===== config.mk =====
export PLATFORM = sky130hd
export DESIGN_NAME = rsi_queue
export DESIGN_NICKNAME = d
export VERILOG_FILES = /design/src/design/rsi_pkg.sv /design/src/design/rsi_queue.sv
export SDC_FILE = /design/constraint.sdc
export NUM_CORES = 1
export LEC_CHECK = 0
export BUFFER_PORTS_ARGS = -buffer_cell sky130_fd_sc_hd__buf_2
export CORE_ASPECT_RATIO = 0.75
export CORE_MARGIN = 2
export CORE_UTILIZATION = 54
export CTS_CLUSTER_SIZE = 20
export DETAILED_ROUTE_END_ITERATION = 10
export GPL_ROUTABILITY_DRIVEN = 0
export PLACE_DENSITY = 0.76
export SKIP_CTS_REPAIR_TIMING = 1
export SLEW_MARGIN = 20
export SYNTH_ARGS = -nofsm -noshare
export SYNTH_HDL_FRONTEND = slang
export SYNTH_SLANG_ARGS = --single-unit

===== constraint.sdc =====
create_clock -name clk -period 18.3 [get_ports clk]
set_input_delay 1.83 -clock clk [delete_from_list [all_inputs] [get_ports clk]]
set_output_delay 1.83 -clock clk [all_outputs]
set_load 0.05 [all_outputs]

===== src/design/rsi_pkg.sv =====
`default_nettype none
package rsi_pkg;

  // Field widths
  localparam int CW       = 24;           // coordinate width, signed
  localparam int DIRW     = 16;           // direction width, signed Q2.14
  localparam int DIR_FRAC = 14;
  localparam int REACHW   = 16;
  localparam logic [REACHW-1:0] REACH_RESET = 16'd1000;

  // Internal widths
  localparam int EW  = CW + 1;            // coordinate differences
  localparam int PDW = DIRW + EW;         // direction times difference
  localparam int CPW = PDW + 1;           // direction cross products
  localparam int AW  = CPW + REACHW + 1;  // A and B after scaling by reach
  localparam int PXW = 2 * EW;            // difference times difference
  localparam int XW  = PXW + 1;           // X cross product
  localparam int CMPW = AW + 16;          // ray range compare width

  typedef enum logic [1:0] {
    ST_HIT       = 2'd0,
    ST_COLLINEAR = 2'd1,
    ST_PARALLEL  = 2'd2,
    ST_NONE      = 2'd3
  } rsi_status_t;

  typedef struct packed {
    logic signed [CW-1:0]   ray_origin_x;
    logic signed [CW-1:0]   ray_origin_y;
    logic signed [DIRW-1:0] ray_dir_x;
    logic signed [DIRW-1:0] ray_dir_y;
    logic signed [CW-1:0]   seg_start_x;
    logic signed [CW-1:0]   seg_start_y;
    logic signed [CW-1:0]   seg_end_x;
    logic signed [CW-1:0]   seg_end_y;
  } rsi_in_t;

  typedef struct packed {
    logic [1:0]           status;
    logic signed [CW-1:0] hit_x;
    logic signed [CW-1:0] hit_y;
  } rsi_out_t;

  // Classified item handed from front to back
  typedef struct packed {
    rsi_status_t          status;
    logic [AW-1:0]        a_mag;
    logic [AW-1:0]        b_val;
    logic signed [EW-1:0] ex;
    logic signed [EW-1:0] ey;
    logic signed [CW-1:0] sx;
    logic signed [CW-1:0] sy;
  } rsi_entry_t;

  // One stage of the crossing point divider
  typedef struct packed {
    rsi_status_t          status;
    logic [AW-1:0]        a_mag;
    logic [AW-1:0]        b_val;
    logic [CW-1:0]        mx;
    logic [CW-1:0]        my;
    logic                 nx;
    logic                 ny;
    logic signed [CW-1:0] sx;
    logic signed [CW-1:0] sy;
    logic [AW-1:0]        rx;
    logic [AW-1:0]        ry;
    logic [CW-1:0]        qx;
    logic [CW-1:0]        qy;
  } rsi_div_t;

  typedef struct packed {
    logic [AW-1:0] r;
    logic [CW-1:0] q;
  } rsi_step_t;

endpackage
`default_nettype wire


===== src/design/rsi_queue.sv =====
`default_nettype none
module rsi_queue import rsi_pkg::*; #(
  parameter int DEPTH = 8
) (
  input  wire logic       clk,
  input  wire logic       rst_n,
  input  wire logic       push,
  input  wire rsi_entry_t push_entry,
  input  wire logic       pop,
  output logic            head_valid,
  output rsi_entry_t      head_entry
);

  localparam int PW = (DEPTH > 1) ? $clog2(DEPTH) : 1;
  localparam int CNTW = $clog2(DEPTH + 1);

  rsi_entry_t      mem [DEPTH];
  logic [PW-1:0]   wr_ptr_r, rd_ptr_r;
  logic [CNTW-1:0] cnt_r;

  // no overflow guard: the top level holds the input off by credit
  always_ff @(posedge clk) begin
    if (!rst_n) begin
      wr_ptr_r <= '0;
      rd_ptr_r <= '0;
      cnt_r    <= '0;
    end else begin
      if (push) begin
        wr_ptr_r <= (wr_ptr_r == PW'(DEPTH - 1)) ? '0 : wr_ptr_r + 1'b1;
      end
      if (pop) begin
        rd_ptr_r <= (rd_ptr_r == PW'(DEPTH - 1)) ? '0 : rd_ptr_r + 1'b1;
      end
      if (push && !pop) begin
        cnt_r <= cnt_r + 1'b1;
      end else if (pop && !push) begin
        cnt_r <= cnt_r - 1'b1;
      end
    end
  end

  always_ff @(posedge clk) begin
    if (push) begin
      mem[wr_ptr_r] <= push_entry;
    end
  end

  assign head_valid = (cnt_r != '0);
  assign head_entry = mem[rd_ptr_r];

endmodule
`default_nettype wire


# [Yosys cells after proc, flatten, opt, wreduce, memory -nomap -nowiden]
# Memory sizes are Yosys's and may differ from the RTL's. A register that Yosys moved wholly into a read port is not among the register bits.
# Cells that the tools add are included.
[word_totals] reg_bits=10 n_memories=1 input_bits=222 ramBits=1744
[op_classes] muxes=8 n_addsub=4 n_eq_ne=2 reduce_logical=6
[mem_list] memory="mem" words=8 width=218 rd=1 rd_ports_with_merged_regs=1 write_ports=1 line_no="rsi_queue.sv:17" source="rsi_entry_t mem [DEPTH];"
[op_table] cell="$mux 3" n=4
[op_table] cell="$mux 4" n=2
[op_table] cell="$add 3x1->3 const B" n=2
[op_table] cell="$eq 3x3->1 const B" n=2
[op_table] cell="$add 4x1->4 const B" n=1
[op_table] cell="$reduce_bool 4->1" n=1
[op_table] cell="$sub 4x1->4 const B" n=1
[op_table] cell="$logic_and 1x1->1" n=2
[op_table] cell="$logic_not 1->1" n=2
[op_table] cell="$mux 1" n=2
[op_table] cell="$reduce_bool 2->1" n=1

# [Longest topological paths before layout]
# Gate-level depths: netlist (run 1).
[logic_depth] word_depth=4 ltp_mapped=8 mapped_depth_nobuf=8

# [Worst setup path before layout (run 1)]
# No wires, ideal clock.
[synth_timing] path_type="input port to flip-flop" from="in push" to="mem mem[0][0] (netlist name), enable pin" t_required_ps=17236 arrival_ps=16608 path_buffers=0 path_slack_ps=628 stages=2 path_cell_list="nand2b_1 nor3_1"
[synth_via] elab_chain_cells=2
[synth_lines] element="start: declaration" line_no="rsi_queue.sv:7" source="input wire logic push,"
[synth_lines] element="$mux 1" line_no="rsi_queue.sv:43" source="if (push) begin"
[synth_lines] element="$mux 1 (implied by the code)" line_no="rsi_queue.sv:44" source="mem[wr_ptr_r] <= push_entry;"
[synth_lines] element="end: declaration" line_no="rsi_queue.sv:17"
# Every way passes these cells.

==> impl_metrics.ini, run 1 <==
[clock_tree]
cts_sinks = 1757
insertion_delay_ns = 0.76
clock_tree.buffer_depth = 3
clock_tree.htree_level_count = 4
clk_pin_slew_worst_paths_ns = 0.06
cts_root_buffer = sky130_fd_sc_hd__clkbuf_16
cts-buffers-inserted = 160
tritoncts = built

[synth]
synth_async_sr_flop_share_pct = 0
count_of_unique_library_cells_instantiated_by_yosys = 26
yosysTopAreaCell = sky130_fd_sc_hd__edfxtp_1
yosys_most_used_dff = sky130_fd_sc_hd__edfxtp_1
synthesis.yosys.warnings = 0
synth-edff-count = 1744
syn_area_um2 = 65900
synth_top_area_share_pct = 79.5
synth-seq-cells = 1757
top_cells_by_count_synth = sky130_fd_sc_hd__edfxtp_1 (1744), sky130_fd_sc_hd__mux4_2 (436), sky130_fd_sc_hd__mux2_2 (218), sky130_fd_sc_hd__buf_2 (54), sky130_fd_sc_hd__clkbuf_1 (52)
mappedNetlistNets = 2822
postSynthCellCount = 2592
yosysMostFrequentCell = sky130_fd_sc_hd__edfxtp_1
yosysSeqAreaShare_pct = 79.9
post_synth.cell_area_avg_um2 = 25.4
netlist_top_cells_area = sky130_fd_sc_hd__edfxtp_1 (80%), sky130_fd_sc_hd__mux4_2 (15%), sky130_fd_sc_hd__mux2_2 (3.7%)

[timing]
setup-violations-final = 0
period_needed_ns = 7.31
final-max-slew-violation-count = 0
worst_pin_slew_ns = 1.44
fmaxAchievable_mhz = 137
timing.setup.tns_ns = 0
rsz_0062_raised_after_global_routing = no
post_route_clock_skew_ns = 0.0219
layout_worst_path_cycle_share_pct = 40.0
maxSlewHeadroom_pct = 3.74
hold_viol_final = 0

[die]
design.core.area_um2 = 121000
die_area_um2 = 125000
rows = 110
die_y_um = 306
ioPinCount = 441
initial_core_util_pct = 54.6
floorplan.die.width_um = 407

[power_and_ir_drop]
max-vdd-ir-drop_v = 0.000111
seq_power_share_pct = 53.7
clkPwrFrac_pct = 37.6
power.switching_fraction_pct = 22.4
power.density_cell_area_nw_per_um2 = 113
combinationalPowerShare_pct = 8.8
power_report.internal_total_mw = 6.57
switching_power_mw = 1.89
power_leakage_nw = 23.7

[global_route]
antenna_violations_before_repair = 31
grt_first_pass_wirelength_mm = 198
grt_max_degree = 164
global_route.usage.total_pct = 21.6
grt_residual_overflow = 0
first_global_vias = 30700

[setup_path]
worst_r2r_endpoint = mem[4][159]$_DFFE_PP_
timing.critical_path.arrival_ns = 5.48
crit_family = buffers and inverters
reg2regPathDepth = 4
crit_chain = buf_4 > buf_4 > buf_4 > mux4_2 > mux2_2 > buf_2
timing.critical_path.mode_cell = sky130_fd_sc_hd__buf_4
critical_path_peak_fanout = 50
cpPeakStageDelay_ns = 0.97
critical_path_s_slowest_cell = sky130_fd_sc_hd__dfxtp_4
timing.setup.critical_path_class = reg2out
rr_startpoint = wr_ptr_r[2]$_SDFFE_PN0P_
critPathBufInv = 4
required_ns = 16.47
worstSetupEndpointType = output pin
start_kind = register
rrSetupSlack_ns = 14.65

[drt]
detail_route.first_pass.iterations = 5
wl_met3_mm = 9.13
finalWirelength_mm = 134
drcViolationCount = 0
via_count = 29000
avgViaCountPerCell = 5.94
post_drt_wl_per_cell_um = 27.5
met2_length_mm = 69.7
route.top_layer_used = met5
ant_nets = 0
detail_route.iter0.violations = 2577
route.layer.met1.wl_mm = 52.0

[final_layout]
final_design_area_no_fill_um2 = 75100
drive_above_1_share_pct = 42.3
flow.area_growth_from_synthesis_pct = 14.0
finalNetCount = 3350

[hold_path]
min_delay_path_depth = 2
min-delay-start = cnt_r[3]$_SDFFE_PN0P_
hold_class = reg2reg
min_to = cnt_r[3]$_SDFFE_PN0P_

[place]
place_area_um2 = 70000
portBuffers = 440
detailed_place_hpwl_mm = 71.6

[flow_run]
max-cap-violations = 0

[run_status]
status = completed
==> area by class of cell <==
class,instances,area (µm²)
Inverter,3,11.3
Multi-Input combinational cell,709,12700
Sequential cell,1757,52600
Clock buffer,200,4260
Clock inverter,76,684
Fill cell,7866,45500
Antenna cell,23,57.6
Tap cell,1624,2030
Timing Repair Buffer,489,2680
==> state kept, by name (all words and copies together) (netlist names), named ones only <==
register and count:
mem 1744, cnt_r 4, rd_ptr_r 3, wr_ptr_r 3
==> logic make-up after synthesis <==
kind of cell | Yosys count | share of synthesized area (%)
flip-flops | 1757 | 79.9
multiplexers | 658 | 18.7
buffers and inverters | 126 | 0.889
AND/OR/NAND/NOR | 33 | 0.251
AO/OA/AOI/OAI | 8 | 0.0684
adder cells (fa/ha/maj) | 8 | 0.163
XOR/XNOR | 2 | 0.0266
==> layer usage <==
| layer | vias up | GRT usage, % |
|---|---|---|
| met3 | 225 | 5.43 |
| met4 | 28 | 6.23 |
| li1 | 12200 | - |
| met5 | - | 0 |
| met1 | 15600 | 27.9 |
| met2 | 931 | 36.6 |
==> worst max-delay path by stage <==
stage	slack, ns	end	startpoint	depth (start not counted)
global route	10.44	head_entry[106]	register	6
global placement	11.74	head_entry[55]	register	6
floorplan	0.63	mem[0][0]$_DFFE_PP_	push	2
detailed placement	11.61	head_entry[46]	register	6
CTS	10.76	head_entry[106]	register	6
finish	10.99	head_entry[106]	register	6
==> cells in the final DEF, fill, tap and decap left out, types with 3 or more instances in the layout <==
cell type,Yosys,routed
sky130_fd_sc_hd__edfxtp_1,1744,1744
sky130_fd_sc_hd__buf_2,54,440
sky130_fd_sc_hd__mux4_2,436,436
sky130_fd_sc_hd__mux2_2,218,218
sky130_fd_sc_hd__clkbuf_16,0,165
sky130_fd_sc_hd__buf_4,0,41
sky130_fd_sc_hd__clkbuf_1,52,35
sky130_fd_sc_hd__clkinv_1,0,28
sky130_fd_sc_hd__diode_2,0,23
sky130_fd_sc_hd__clkinv_2,0,22
sky130_fd_sc_hd__bufinv_16,0,11
sky130_fd_sc_hd__dfxtp_1,13,10
sky130_fd_sc_hd__nand2_1,7,7
sky130_fd_sc_hd__ha_1,7,7
sky130_fd_sc_hd__buf_12,0,7
sky130_fd_sc_hd__nor2_4,0,6
sky130_fd_sc_hd__clkinvlp_4,0,6
sky130_fd_sc_hd__nor2b_1,5,5
sky130_fd_sc_hd__inv_6,0,5
sky130_fd_sc_hd__nand2b_1,4,4
sky130_fd_sc_hd__and2_1,4,4
sky130_fd_sc_hd__mux2i_1,4,4
sky130_fd_sc_hd__inv_1,3,3
sky130_fd_sc_hd__a21oi_1,3,3
sky130_fd_sc_hd__dfxtp_4,0,3
==> tightest hold or removal path, stage by stage (launching register included) <==
cell	delay (ns)
sky130_fd_sc_hd__dfxtp_1	0.32
sky130_fd_sc_hd__nand2_1	0.05
sky130_fd_sc_hd__mux2i_1	0.06
==> per-stage QoR <==
stage               cells  hold WS, ns  util, %  setup WS (ns)  total power, mW
finish               4881        0.484     62.3          10.99             8.46
global route         4869        0.524     62.2          10.44             8.73
CTS                  4856        0.488     62.2          10.76             8.54
detailed placement   4580        0.479     58.1          11.61             5.37
global placement     4580        0.448     58.1          11.74             5.34
floorplan            2592        0.440        -          0.628             5.18
==> power groups by stage <==
stage / Sequential (mW) / Combinational (mW) / Clock (mW)
after global placement: 4.62 / 0.726 / 0
final: 4.54 / 0.742 / 3.18
after global routing: 4.54 / 0.783 / 3.41
after floorplan: 4.65 / 0.538 / 0
after CTS: 4.54 / 0.750 / 3.25
after detailed placement: 4.63 / 0.745 / 0
No activity file was read; power rests on OpenSTA's default activity.
==> inputs of run 2 (changes only) <==
==> constraint.sdc (replaced) <==
create_clock -name clk -period 6.15 [get_ports clk]
set_input_delay 0.615 -clock clk [delete_from_list [all_inputs] [get_ports clk]]
set_output_delay 0.615 -clock clk [all_outputs]
set_load 0.05 [all_outputs]
==> run 2 against run 1 <==
Sequential share of layout area is essentially flat. Critical path depth shrank 2. Cell count is essentially flat. Non-clock buffer count shrank 10. Design area is essentially flat. Total power grew to 3.0 times the previous value. Die area is the same. Sequential cell count is the same. Via count shrank 0.42%. Worst setup slack lost 9.2 ns. First-iteration DRC count grew 4.7%. Critical path type unchanged. Largest power group unchanged.
==> impl_metrics.ini, run 2 (same netlist as run 1, synthesis figures left out) <==
[setup_path]
critical_path_peak_fanout = 46
timing.critical_path.arrival_ns = 3.72
required_ns = 5.53
start_kind = register
timing.setup.critical_path_class = reg2out
worstSetupEndpointType = output pin

[power_and_ir_drop]
max-vdd-ir-drop_v = 0.000325
power.density_cell_area_nw_per_um2 = 333
power_leakage_nw = 23.6

[clock_tree]
cts_sinks = 1757
insertion_delay_ns = 0.78
clock_tree.buffer_depth = 3
clock_tree.htree_level_count = 4
clk_pin_slew_worst_paths_ns = 0.06
cts-buffers-inserted = 160
cts_root_buffer = sky130_fd_sc_hd__clkbuf_16
tritoncts = built

[die]
die_y_um = 306
floorplan.die.width_um = 407
initial_core_util_pct = 54.6
ioPinCount = 441
design.core.area_um2 = 121000
rows = 110
die_area_um2 = 125000

[drt]
avgViaCountPerCell = 5.92
detail_route.iter0.violations = 2698
drcViolationCount = 0
ant_nets = 0
via_count = 28900
post_drt_wl_per_cell_um = 27.3
finalWirelength_mm = 133
detail_route.first_pass.iterations = 5

[timing]
hold_viol_final = 0
period_needed_ns = 4.34
setup-violations-final = 0
maxSlewHeadroom_pct = 3.60
worst_pin_slew_ns = 1.45
layout_worst_path_cycle_share_pct = 70.5
fmaxAchievable_mhz = 231
final-max-slew-violation-count = 0
rsz_0062_raised_after_global_routing = no
post_route_clock_skew_ns = 0.0238

[global_route]
antenna_violations_before_repair = 37
grt_first_pass_wirelength_mm = 197
grt_residual_overflow = 0
first_global_vias = 30600
global_route.usage.total_pct = 21.5
grt_max_degree = 138

[place]
detailed_place_hpwl_mm = 69.9
portBuffers = 440
place_area_um2 = 70200

[flow_run]
max-cap-violations = 0

[final_layout]
nFillCells = 7915
mostFrequentLayoutCells = sky130_fd_sc_hd__edfxtp_1 (1744), sky130_fd_sc_hd__buf_2 (440), sky130_fd_sc_hd__mux4_2 (436)
finalNetCount = 3340
flow.area_growth_from_synthesis_pct = 14.0
biggestRegsByFlops = mem x1744, cnt_r x4
largest_reg_flops = 1744
drive_above_1_share_pct = 41.9
regMostFlops = mem
post-route-util_pct = 62.3
commonest_non_fill_non_tap_cell_in_the_layout = sky130_fd_sc_hd__edfxtp_1
final_design_area_no_fill_um2 = 75100

[run_status]
status = completed

[hold_path]
hold_class = in2reg
## run 2: cell type report
type	count	area, µm²	share of cell area [%]
Antenna cell	23	57.6	0.0767
Clock buffer	209	4330	5.76
Clock inverter	73	541	0.720
Inverter	3	11.3	0.0150
Multi-Input combinational cell	709	12700	17.0
Sequential cell	1757	52600	70.1
Tap cell	1624	2030	2.71
Timing Repair Buffer	479	2750	3.66
## run 2: worst paths after layout
check	startpoint	endpoint	slack, ns	cells after the start
setup / recovery	register	head_entry[82]	1.81	4
hold / removal	push_entry[109]	mem[4][109]$_DFFE_PP_	0.10	1
setup reg to reg	wr_ptr_r[2]$_SDFFE_PN0P_	mem[7][108]$_DFFE_PP_	3.35	4
hold reg to reg	cnt_r[3]$_SDFFE_PN0P_	cnt_r[3]$_SDFFE_PN0P_	0.49	2
## run 2: critical path, cell delays in order, from the launching register on
cell and delay, ns:
sky130_fd_sc_hd__dfxtp_4 0.93, sky130_fd_sc_hd__buf_4 0.84, sky130_fd_sc_hd__mux4_2 0.62, sky130_fd_sc_hd__mux2_2 0.28, sky130_fd_sc_hd__buf_2 0.22
## run 2: power by group
group	total (mW)	switching, mW	internal, mW
clock	9.29	4.15	5.14
sequential	13.5	0.0864	13.4
combinational	2.21	1.44	0.765
total	25.0	5.68	19.3
## run 2: through the flow
step	setup TNS [ns]	instances	setup WS (ns)	hold WS [ns]	power, mW
floorplan	-573.61	2592	-0.727	0.440	15.4
global placement	0	4572	2.53	0.449	15.9
detailed placement	0	4572	2.46	0.476	16.0
CTS	0	4854	1.61	0.0368	25.3
global route	0	4869	1.47	0.0606	25.8
finish	0	4877	1.81	0.105	25.0
## run 2: per-layer routing
metal | vias up | part of all wire (%) | global-route usage (%)
li1 | 12200 | - | -
met1 | 15400 | 39 | 27.9
met2 | 967 | 51 | 36.1
met3 | 222 | 7.0 | 5.55
met4 | 28 | 2.4 | 6.78
met5 | - | 0.12 | 0
